`config.mk`:
```
export PLATFORM = sky130hd
export DESIGN_NAME = sdpp_scan
export DESIGN_NICKNAME = d
export VERILOG_FILES = /design/src/sdpp_pkg.sv /design/src/sdpp_scan.sv
export SDC_FILE = /design/constraint.sdc
export NUM_CORES = 1
export LEC_CHECK = 0
export ABC_CLOCK_PERIOD_IN_PS = 8180
export BUFFER_PORTS_ARGS = -buffer_cell sky130_fd_sc_hd__buf_2
export CORE_ASPECT_RATIO = 1.25
export CORE_MARGIN = 5
export CORE_UTILIZATION = 60
export CTS_CLUSTER_DIAMETER = 120
export DETAILED_ROUTE_END_ITERATION = 12
export HOLD_SLACK_MARGIN = 0.06
export PLACE_DENSITY = 0.8
export SLEW_MARGIN = 20
export SYNTH_ARGS = -nofsm -noshare
export SYNTH_HDL_FRONTEND = slang
export SYNTH_SLANG_ARGS = --single-unit
export TNS_END_PERCENT = 5
```
`constraint.sdc`:
```
create_clock -name clk -period 8.18 [get_ports clk]
set_input_delay 0 -clock clk [delete_from_list [all_inputs] [get_ports clk]]
set_output_delay 0 -clock clk [all_outputs]
set_load 0.01 [all_outputs]
```
`src/sdpp_pkg.sv`:
```
// Shared constants, codes and types for the minimum-distance point placement block.
package sdpp_pkg;

    localparam int COORD_BITS    = 16;
    localparam int COORD_W       = 16;
    localparam int MAX_CELLS_DEF = 1024;
    localparam int DIST_W        = 17;
    localparam int REJ_W         = 20;
    localparam int CELLS_W       = 11;
    localparam int STATUS_W      = 3;
    localparam int CIDX_W        = 10;
    localparam int NIDX_W        = 11;
    localparam int DSQ_W         = 33;
    localparam int PROD_W        = 2 * COORD_W;

    localparam int CFG_IDX_W     = 3;
    localparam int CFG_DATA_W    = 20;

    localparam int IN_DATA_W     = 56;
    localparam int OUT_FIELDS_W  = CIDX_W + 2 * COORD_W + DIST_W + REJ_W + NIDX_W + DSQ_W;
    localparam int OUT_DATA_W    = 128;
    localparam int OUT_PAD_W     = OUT_DATA_W - OUT_FIELDS_W;

    localparam logic [DSQ_W-1:0] COORD_MAX = DSQ_W'((64'd1 << COORD_BITS) - 64'd1);
    localparam logic [DSQ_W-1:0] EMPTY_DSQ = (COORD_MAX * COORD_MAX) << 1;
    localparam logic [REJ_W-1:0] REJ_MAX   = '1;

    localparam logic [1:0] MODE_LATCH = 2'd0;
    localparam logic [1:0] MODE_CLAMP = 2'd1;

    typedef enum logic [STATUS_W-1:0] {
        ST_ACCEPT = 3'd0,
        ST_REJECT = 3'd1,
        ST_RANGE  = 3'd2,
        ST_LIMIT  = 3'd3,
        ST_DONE   = 3'd4
    } status_t;

    typedef enum logic [CFG_IDX_W-1:0] {
        REG_FIELD_WIDTH  = 3'd0,
        REG_FIELD_HEIGHT = 3'd1,
        REG_CELL_COUNT   = 3'd2,
        REG_DMIN_LOWER   = 3'd3,
        REG_DMIN_UPPER   = 3'd4,
        REG_DRAW_MODE    = 3'd5,
        REG_REJECT_LIMIT = 3'd6
    } reg_index_t;

    typedef struct packed {
        logic done;
        logic found;
    } scan_stat_t;

    typedef struct packed {
        status_t                  status;
        logic [CIDX_W-1:0]        cell_index;
        logic [COORD_W-1:0]       cand_x;
        logic [COORD_W-1:0]       cand_y;
        logic signed [DIST_W-1:0] cell_dist;
        logic [REJ_W-1:0]         cell_rejects;
        logic [NIDX_W-1:0]        nearest_index;
        logic [DSQ_W-1:0]         nearest_dist_sq;
    } result_t;

endpackage

```
`src/sdpp_scan.sv`:
```
// Nearest-point scan: one stored point per cycle through a pipelined squared-distance unit.
module sdpp_scan #(
    parameter int MAX_CELLS = 1024,
    localparam int IDX_W    = $clog2(MAX_CELLS),
    localparam int CNT_W    = $clog2(MAX_CELLS + 1)
) (
    input  logic                           clk,
    input  logic                           rst_n,
    input  logic                           start,
    input  logic [CNT_W-1:0]               count,
    input  logic [sdpp_pkg::COORD_W-1:0]   cand_x,
    input  logic [sdpp_pkg::COORD_W-1:0]   cand_y,
    output logic [IDX_W-1:0]               raddr,
    input  logic [2*sdpp_pkg::COORD_W-1:0] rdata,
    output sdpp_pkg::scan_stat_t           stat,
    output logic [sdpp_pkg::DSQ_W-1:0]     best,
    output logic [IDX_W-1:0]               best_idx
);

    import sdpp_pkg::*;

    logic               busy_reg;
    logic               issue_reg;
    logic [CNT_W-1:0]   addr_reg;
    logic [CNT_W-1:0]   count_reg;
    logic               rd_v_reg;
    logic [IDX_W-1:0]   rd_idx_reg;
    logic               a_v_reg;
    logic [IDX_W-1:0]   a_idx_reg;
    logic [COORD_W-1:0] dx_reg;
    logic [COORD_W-1:0] dy_reg;
    logic               b_v_reg;
    logic [IDX_W-1:0]   b_idx_reg;
    logic [PROD_W-1:0]  sqx_reg;
    logic [PROD_W-1:0]  sqy_reg;
    logic               found_reg;
    logic [DSQ_W-1:0]   best_reg;
    logic [IDX_W-1:0]   best_idx_reg;
    logic               done_reg;

    logic [COORD_W-1:0] px;
    logic [COORD_W-1:0] py;
    logic [DSQ_W-1:0]   sum;
    logic [CNT_W-1:0]   addr_inc;
    logic               finish;

    assign px       = rdata[COORD_W-1:0];
    assign py       = rdata[2*COORD_W-1:COORD_W];
    assign sum      = DSQ_W'(sqx_reg) + DSQ_W'(sqy_reg);
    assign addr_inc = addr_reg + CNT_W'(1);
    assign raddr    = addr_reg[IDX_W-1:0];
    assign finish   = busy_reg && !issue_reg && !rd_v_reg && !a_v_reg && !b_v_reg;

    always_ff @(posedge clk or negedge rst_n)
    begin
        if (!rst_n)
        begin
            busy_reg     <= 1'b0;
            issue_reg    <= 1'b0;
            addr_reg     <= '0;
            count_reg    <= '0;
            rd_v_reg     <= 1'b0;
            rd_idx_reg   <= '0;
            a_v_reg      <= 1'b0;
            a_idx_reg    <= '0;
            dx_reg       <= '0;
            dy_reg       <= '0;
            b_v_reg      <= 1'b0;
            b_idx_reg    <= '0;
            sqx_reg      <= '0;
            sqy_reg      <= '0;
            found_reg    <= 1'b0;
            best_reg     <= EMPTY_DSQ;
            best_idx_reg <= '0;
            done_reg     <= 1'b0;
        end
        else
        begin
            done_reg <= !start && finish;

            rd_v_reg   <= issue_reg;
            rd_idx_reg <= addr_reg[IDX_W-1:0];

            a_v_reg   <= rd_v_reg;
            a_idx_reg <= rd_idx_reg;
            dx_reg    <= (px > cand_x) ? px - cand_x : cand_x - px;
            dy_reg    <= (py > cand_y) ? py - cand_y : cand_y - py;

            b_v_reg   <= a_v_reg;
            b_idx_reg <= a_idx_reg;
            sqx_reg   <= dx_reg * dx_reg;
            sqy_reg   <= dy_reg * dy_reg;

            if (start)
            begin
                busy_reg     <= 1'b1;
                issue_reg    <= (count != '0);
                addr_reg     <= '0;
                count_reg    <= count;
                found_reg    <= 1'b0;
                best_reg     <= EMPTY_DSQ;
                best_idx_reg <= '0;
            end
            else
            begin
                if (issue_reg)
                begin
                    addr_reg <= addr_inc;
                    if (addr_inc == count_reg)
                    begin
                        issue_reg <= 1'b0;
                    end
                end

                if (b_v_reg && (!found_reg || sum < best_reg))
                begin
                    found_reg    <= 1'b1;
                    best_reg     <= sum;
                    best_idx_reg <= b_idx_reg;
                end

                if (finish)
                begin
                    busy_reg <= 1'b0;
                end
            end
        end
    end

    assign stat.done  = done_reg;
    assign stat.found = found_reg;
    assign best       = best_reg;
    assign best_idx   = best_idx_reg;

endmodule

```
==> impl_metrics.tcl, run 1 <==
set metrics [dict create \
    r2r_end "sqx_reg[30]" \
    cts_resized 0 \
    rsz0062_at_grt "no" \
    place_hpwl_mm 46.8 \
    r2r_start "dx_reg[8]" \
    syn_to_final_growth_pct 8.05 \
    die_w_um 197 \
    yosysWarnings 0 \
    place_congestion 0.902 \
    vias_per_cell 5.57 \
    status "complete, no violations" \
    ant_nets 0 \
    postSynthCellCount 2843 \
    cts-root-buf "clkbuf_16" \
    wl_per_cell_um 16.4 \
    cts.sinks 196 \
    max_freq_mhz 142 \
    worstMarginPinSlew_ns 0.943 \
    fin_crit_sh 0.860 \
    dp.cells 3450 \
    critPathKind "reg2reg" \
    start_util 0.607 \
    finalMaxSlewViolations 0 \
    worstPathMaxFanout 13 \
    track_usage 0.247 \
    reg2reg_depth 24 \
    min_path_type "in2reg" \
    wl_mm 57.8 \
    synthesis.nets 3576 \
    tns_ns 0 \
    yosysTopAreaCell "fa_1" \
    hold_end "dx_reg[6]" \
    final_cells 3529 \
    setup_viol 0 \
    crit_required_ns 8.51 \
    path_cells "nand2_1, inv_1, fa_1, inv_1, fa_1, inv_1, fa_1, inv_1, fa_1, inv_1, fa_1, inv_1, fa_1, inv_1, ha_1, a21o_1, o21bai_1, or3_1, o21ai_1, a21oi_1, a311oi_2, o21ai_2, and4b_1, or4_1" \
    first_iter_violations 1059 \
    path_common_cell "inv_1" \
    antenna_found_initial 0 \
    synth_common_cells "625 x inv_1, 328 x fa_1, 327 x ha_1, 227 x nand2_1, 180 x dfrtp_1" \
    synth_edf_count 0 \
    yosysMostFrequentCell "inv_1" \
    nets 3684 \
    critPathMaxStageDelay_ns 0.57 \
    ys_async_sr_fraction 1.00 \
    cp-start-kind "register" \
    yosys.area.top_type_share 0.250 \
    row_count 85 \
    clock_latency_ns 0.47 \
    drc 0 \
    clk_pin_slew_worst_paths_ns 0.08 \
    final.min_clock_period_ns 7.04 \
    dieArea_sq_um 48000 \
    drive_gt1_frac 0.0783 \
    ys.flop_type "dfrtp_1" \
    yosysSeqAreaShare 0.188 \
    grt_overflow_total 0 \
    holdPathStages 3 \
    syn_area_sq_um 26200 \
    dr.pass1.iters 5 \
    skew_ns 0.0230 \
    h-tree-depth 4 \
    coreArea_sq_um 43200 \
    fillers 3514 \
    ios 133 \
    grt_max_degree 130 \
    cts_inserted_buffers 17 \
    min_from "rdata[6]" \
    num_antenna_cells 0 \
    grt_pass1_vias 20957 \
    cts_tree "done" \
    synth.distinct_cells 82 \
    timing.slew.headroom 0.366 \
    die_h_um 244 \
    synth-seq-cells 196 \
    r2r_setup_slack_ns 1.14 \
    arrival_ns 7.37 \
    portBuffers 132 \
    largest_reg_flops 33 \
    synthTopCellsByArea "fa_1 25%, dfrtp_1 17%, ha_1 16%, inv_1 8.9%, xnor2_1 3.3%" \
    grt_pass1_wl_mm 97.8 \
    slowest_stage "dfrtp_1" \
    critPathCaptureType "register" \
    synth_area_per_cell_sq_um 9.22 \
    hold_violations 0 \
    drv_cap 0 \
    dr_total_vias 19645 \
    clk_path_buf_depth 2 \
]
-- cell type report --
cell class                      count  area [sq um]  share of cell area
Inverter                          627          2350              0.0831
Multi-Input combinational cell   1926         18600               0.655
Timing Repair Buffer              183          1170              0.0413
Sequential cell                   196          4920               0.174
Tap cell                          565           707              0.0250
Clock inverter                     14           183             0.00645
Clock buffer                       18           439              0.0155
-- per-stage QoR --
stage                     instance area [sq um]  hold slack, ns  worst slack [ns]   util
after floorplan                           26200          -0.296              1.73      -
after global placement                    27200           0.230              1.33  0.631
after detailed placement                  27200           0.247              1.21  0.631
after CTS                                 28300          0.0660              1.20  0.656
after global routing                      28300           0.105             0.873  0.656
final                                     28300          0.0866              1.14  0.656
-- logic make-up (layout without fill, tap and decap cells) --
kind of cell,count (synthesis),after routing,share of synthesized area
buffers and inverters,721,842,0.105
adders and majority gates,655,655,0.407
and+or+nand+nor,629,629,0.115
AOI/OAI and AO/OA,437,437,0.113
DFF,196,196,0.188
xor gates and xnor gates,151,151,0.0504
muxes,54,54,0.0214
-- timing repair --
action                    4_1_cts  5_1_grt
hold endpoints to repair      157        0
hold buffers                   47        0
buffers inserted                0        0
-- metal layers --
layer | global-route usage | routed length (um)
met5 | 0 | 0
met4 | 0.0783 | 1650
met3 | 0.0323 | 2850
met2 | 0.449 | 30300
met1 | 0.303 | 23000
-- how the worst max path moves through the flow --
stage,startpoint,to,slack (ns)
floorplan,dx_reg[1],sqx_reg[30],1.73
global placement,dx_reg[9],sqx_reg[30],1.33
detailed placement,dx_reg[8],sqx_reg[30],1.21
CTS,dx_reg[8],sqx_reg[30],1.20
global route,dx_reg[9],sqx_reg[30],0.87
finish,dx_reg[8],sqx_reg[30],1.14
-- worst max-delay path: cells and delay by family (launching register included) --
kind | cells | cell delay [ns]
buffers and inverters | 7 | 0.41
AO/OA/AOI/OAI | 6 | 1.24
flip-flops | 1 | 0.57
AND/OR/NAND/NOR | 4 | 1.26
adder cells (fa/ha/maj) | 7 | 3.44
-- cell usage in the layout, fill, tap and decap left out, types with 47 or more instances in the layout --
cell / Yosys / final
inv_1: 625 / 625
fa_1: 328 / 328
ha_1: 327 / 327
nand2_1: 227 / 227
dfrtp_1: 180 / 180
buf_2: 5 / 131
nor2_1: 126 / 126
a21oi_1: 118 / 117
xnor2_1: 99 / 99
and2_1: 92 / 92
a21o_1: 87 / 87
o21ai_0: 53 / 53
xor2_1: 52 / 52
dlygate4sd3_1: 0 / 47
Power of run 1 is not shown: default switching activity piles up to over one toggle a cycle in this logic, so the estimate is an artifact.
==> run 2: changes to the inputs <==
Settings changed: ABC_AREA set to 1, CTS_BUF_LIST set to sky130_fd_sc_hd__clkbuf_16.
==> run 2 against run 1 <==
  * Final area is 5.3% higher
  * Wire length rose by 18%
  * Utilization decreased by 0.97 points
  * Area after synthesis up 6.7%
  * Via count increased by 16%
  * Sequential cell count unchanged
  * Critical path type unchanged
  * Largest cell class unchanged
==> impl_metrics.tcl, run 2 <==
set metrics [dict create \
    status "complete, no violations" \
    synth-simple-area-share 0.186 \
    layout.cells.most_common "inv_1" \
    fin_util 0.646 \
    synth_common_cells "846 x inv_1, 815 x nand2_1, 328 x fa_1, 327 x ha_1, 180 x dfrtp_1" \
    synth_xor_area_frac 0.0445 \
    final_cells 4256 \
    antenna_found_initial 0 \
    drv_cap 0 \
    cts-root-buf "clkbuf_16" \
    grt_pass1_vias 23694 \
    critPathMaxStageDelay_ns 0.90 \
    wl_per_cell_um 16.0 \
    path_common_cell "fa_1" \
    synthMuxAreaShare 0 \
    synth-seq-cells 196 \
    max_freq_mhz 168 \
    reg2reg_depth 21 \
    place_hpwl_mm 55.4 \
    yosys.area_share.adder 0.381 \
    worstPathBufferInverterCount 4 \
    clock_latency_ns 0.47 \
    postSynthCellCount 3586 \
    place_congestion 0.981 \
    synth_edf_count 0 \
    post_cts_buffers 0 \
    yosys.area.top_type_share 0.235 \
    coreArea_sq_um 46100 \
    r2r_start "dy_reg[0]" \
    synthTopCellsByArea "fa_1 23%, dfrtp_1 16%, ha_1 15%, inv_1 11%, nand2_1 11%" \
    drc 0 \
    portBuffers 132 \
    first_iter_violations 1090 \
    final.min_clock_period_ns 5.97 \
    clk_pin_slew_worst_paths_ns 0.09 \
    timing.slew.headroom 0.302 \
    critPathKind "reg2reg" \
    finalMaxSlewViolations 0 \
    grt_pass1_wl_mm 115 \
    arrival_ns 6.32 \
    wl_mm 68.0 \
    dr.pass1.iters 5 \
    setup_viol 0 \
    critPathCaptureType "register" \
    vias_per_cell 5.35 \
    r2r_end "sqy_reg[22]" \
    h-tree-depth 4 \
    cp.depth 21 \
    start_util 0.606 \
    dr_total_vias 22769 \
    crit_family "adder cells" \
    yosysWarnings 0 \
    nets 4391 \
    rsz0062_at_grt "no" \
    hold_violations 0 \
    worstSetupStartpoint "dy_reg[0]" \
    worstPathMaxFanout 17 \
    die_w_um 203 \
    cts.sinks 196 \
    ios 133 \
    clk_path_buf_depth 2 \
    crit_required_ns 8.53 \
    syn_area_sq_um 28000 \
    tns_ns 0 \
    synth_top_family_by_area "adder cells" \
    cts_resized 0 \
    synth_compound_area_frac 0.0755 \
    track_usage 0.274 \
    worstMarginPinSlew_ns 1.05 \
    fin_crit_sh 0.730 \
    largest_reg_flops 33 \
    final_cell_mix "845 x inv_1, 815 x nand2_1, 328 x fa_1" \
    cp-start-kind "register" \
    cts_tree "done" \
    yosysMostFrequentCell "inv_1" \
    min_path_type "in2async" \
    yosysTopAreaCell "fa_1" \
    num_antenna_cells 0 \
    grt_overflow_total 0 \
    critPathCapture "sqy_reg[22]" \
    fillers 3958 \
    synthesis.nets 4319 \
    dp.cells 4185 \
    synth.distinct_cells 53 \
    die_h_um 251 \
    syn_to_final_growth_pct 6.61 \
    cts_inserted_buffers 17 \
    path_cells "nand2_1, xor2_1, ha_1, inv_1, fa_1, inv_1, fa_1, fa_1, fa_1, inv_1, fa_1, inv_1, ha_1, a21o_1, a21boi_0, o21ai_0, a21oi_1, or2_2, nand2_1, nand2_1, nand2_1" \
    synth_area_per_cell_sq_um 7.80 \
    slowest_stage "dfrtp_1" \
    ys.flop_type "dfrtp_1" \
    drive_gt1_frac 0.0618 \
    grt_max_degree 93 \
    yosysSeqAreaShare 0.176 \
    ys_async_sr_fraction 1.00 \
    row_count 88 \
    r2r_setup_slack_ns 2.21 \
    ant_nets 0 \
    dieArea_sq_um 51100 \
    skew_ns 0.0222 \
]
-- run 2: cell types whose count changed in the layout (fill, tap and decap cells not counted), moves of 28 or more --
cell,previous run,this run
a21o_1,87,16
a21oi_1,117,157
and2_1,92,0
inv_1,625,845
mux2i_1,38,0
nand2_1,227,815
nand3_1,22,145
nand4_1,23,51
nor2_1,126,174
nor2b_1,32,0
o21ai_0,53,102
xnor2_1,99,30
xor2_1,52,112
-- run 2: how the worst min path moves through the flow --
stage | startpoint | endpoint | slack (ns)
after floorplan | rst_n | a_idx_reg[0] | -0.30
after global placement | rst_n | best_idx[9] | 0.03
after detailed placement | rst_n | best_idx[9] | 0.03
after CTS | rdata[17] | dy_reg[1] | 0.08
after global routing | rst_n | best_idx[8] | 0.13
final | rst_n | best_idx[8] | 0.08
-- run 2: kinds of logic after synthesis --
kind of cell,Yosys count
and+or+nand+nor,1255
buffers and inverters,972
adders and majority gates,655
AOI/OAI and AO/OA,366
DFF,196
xor gates and xnor gates,142
-- run 2: metrics by stage --
stage                     instance area (sq um)  worst slack, ns  hold WS (ns)
after detailed placement                  28800             2.28        0.0317
after global routing                      29800             1.82         0.127
after floorplan                           28000             2.71        -0.296
after CTS                                 29800             2.23        0.0824
final                                     29800             2.21        0.0812
after global placement                    28800             2.31        0.0267
-- run 2: repair_timing --
| item | in CTS | in global routing |
|---|---|---|
| setup endpoints to repair | 0 | 0 |
| hold endpoints to repair | 86 | 0 |
| hold buffers | 39 | 0 |
-- run 2: layer usage --
| layer | GRT usage | routed length, um | up-vias |
|---|---|---|---|
| li1 | - | - | 11041 |
| met1 | 0.337 | 27100 | 10819 |
| met2 | 0.492 | 34500 | 732 |
| met3 | 0.0312 | 3410 | 177 |
| met4 | 0.113 | 3000 | 0 |
| met5 | 0 | 0 | - |
-- run 2: final cells by class --
| type | instances | area [sq um] | share of cell area |
|---|---|---|---|
| well taps | 585 | 732 | 0.0245 |
| multi-input cells | 2418 | 19200 | 0.645 |
| flip-flops and latches | 196 | 4920 | 0.165 |
| clock inverters | 15 | 233 | 0.00780 |
| inverters | 851 | 3200 | 0.107 |
| clock buffers | 17 | 425 | 0.0143 |
| repair buffers | 174 | 1080 | 0.0363 |
Power of run 2 is left out for the same reason.
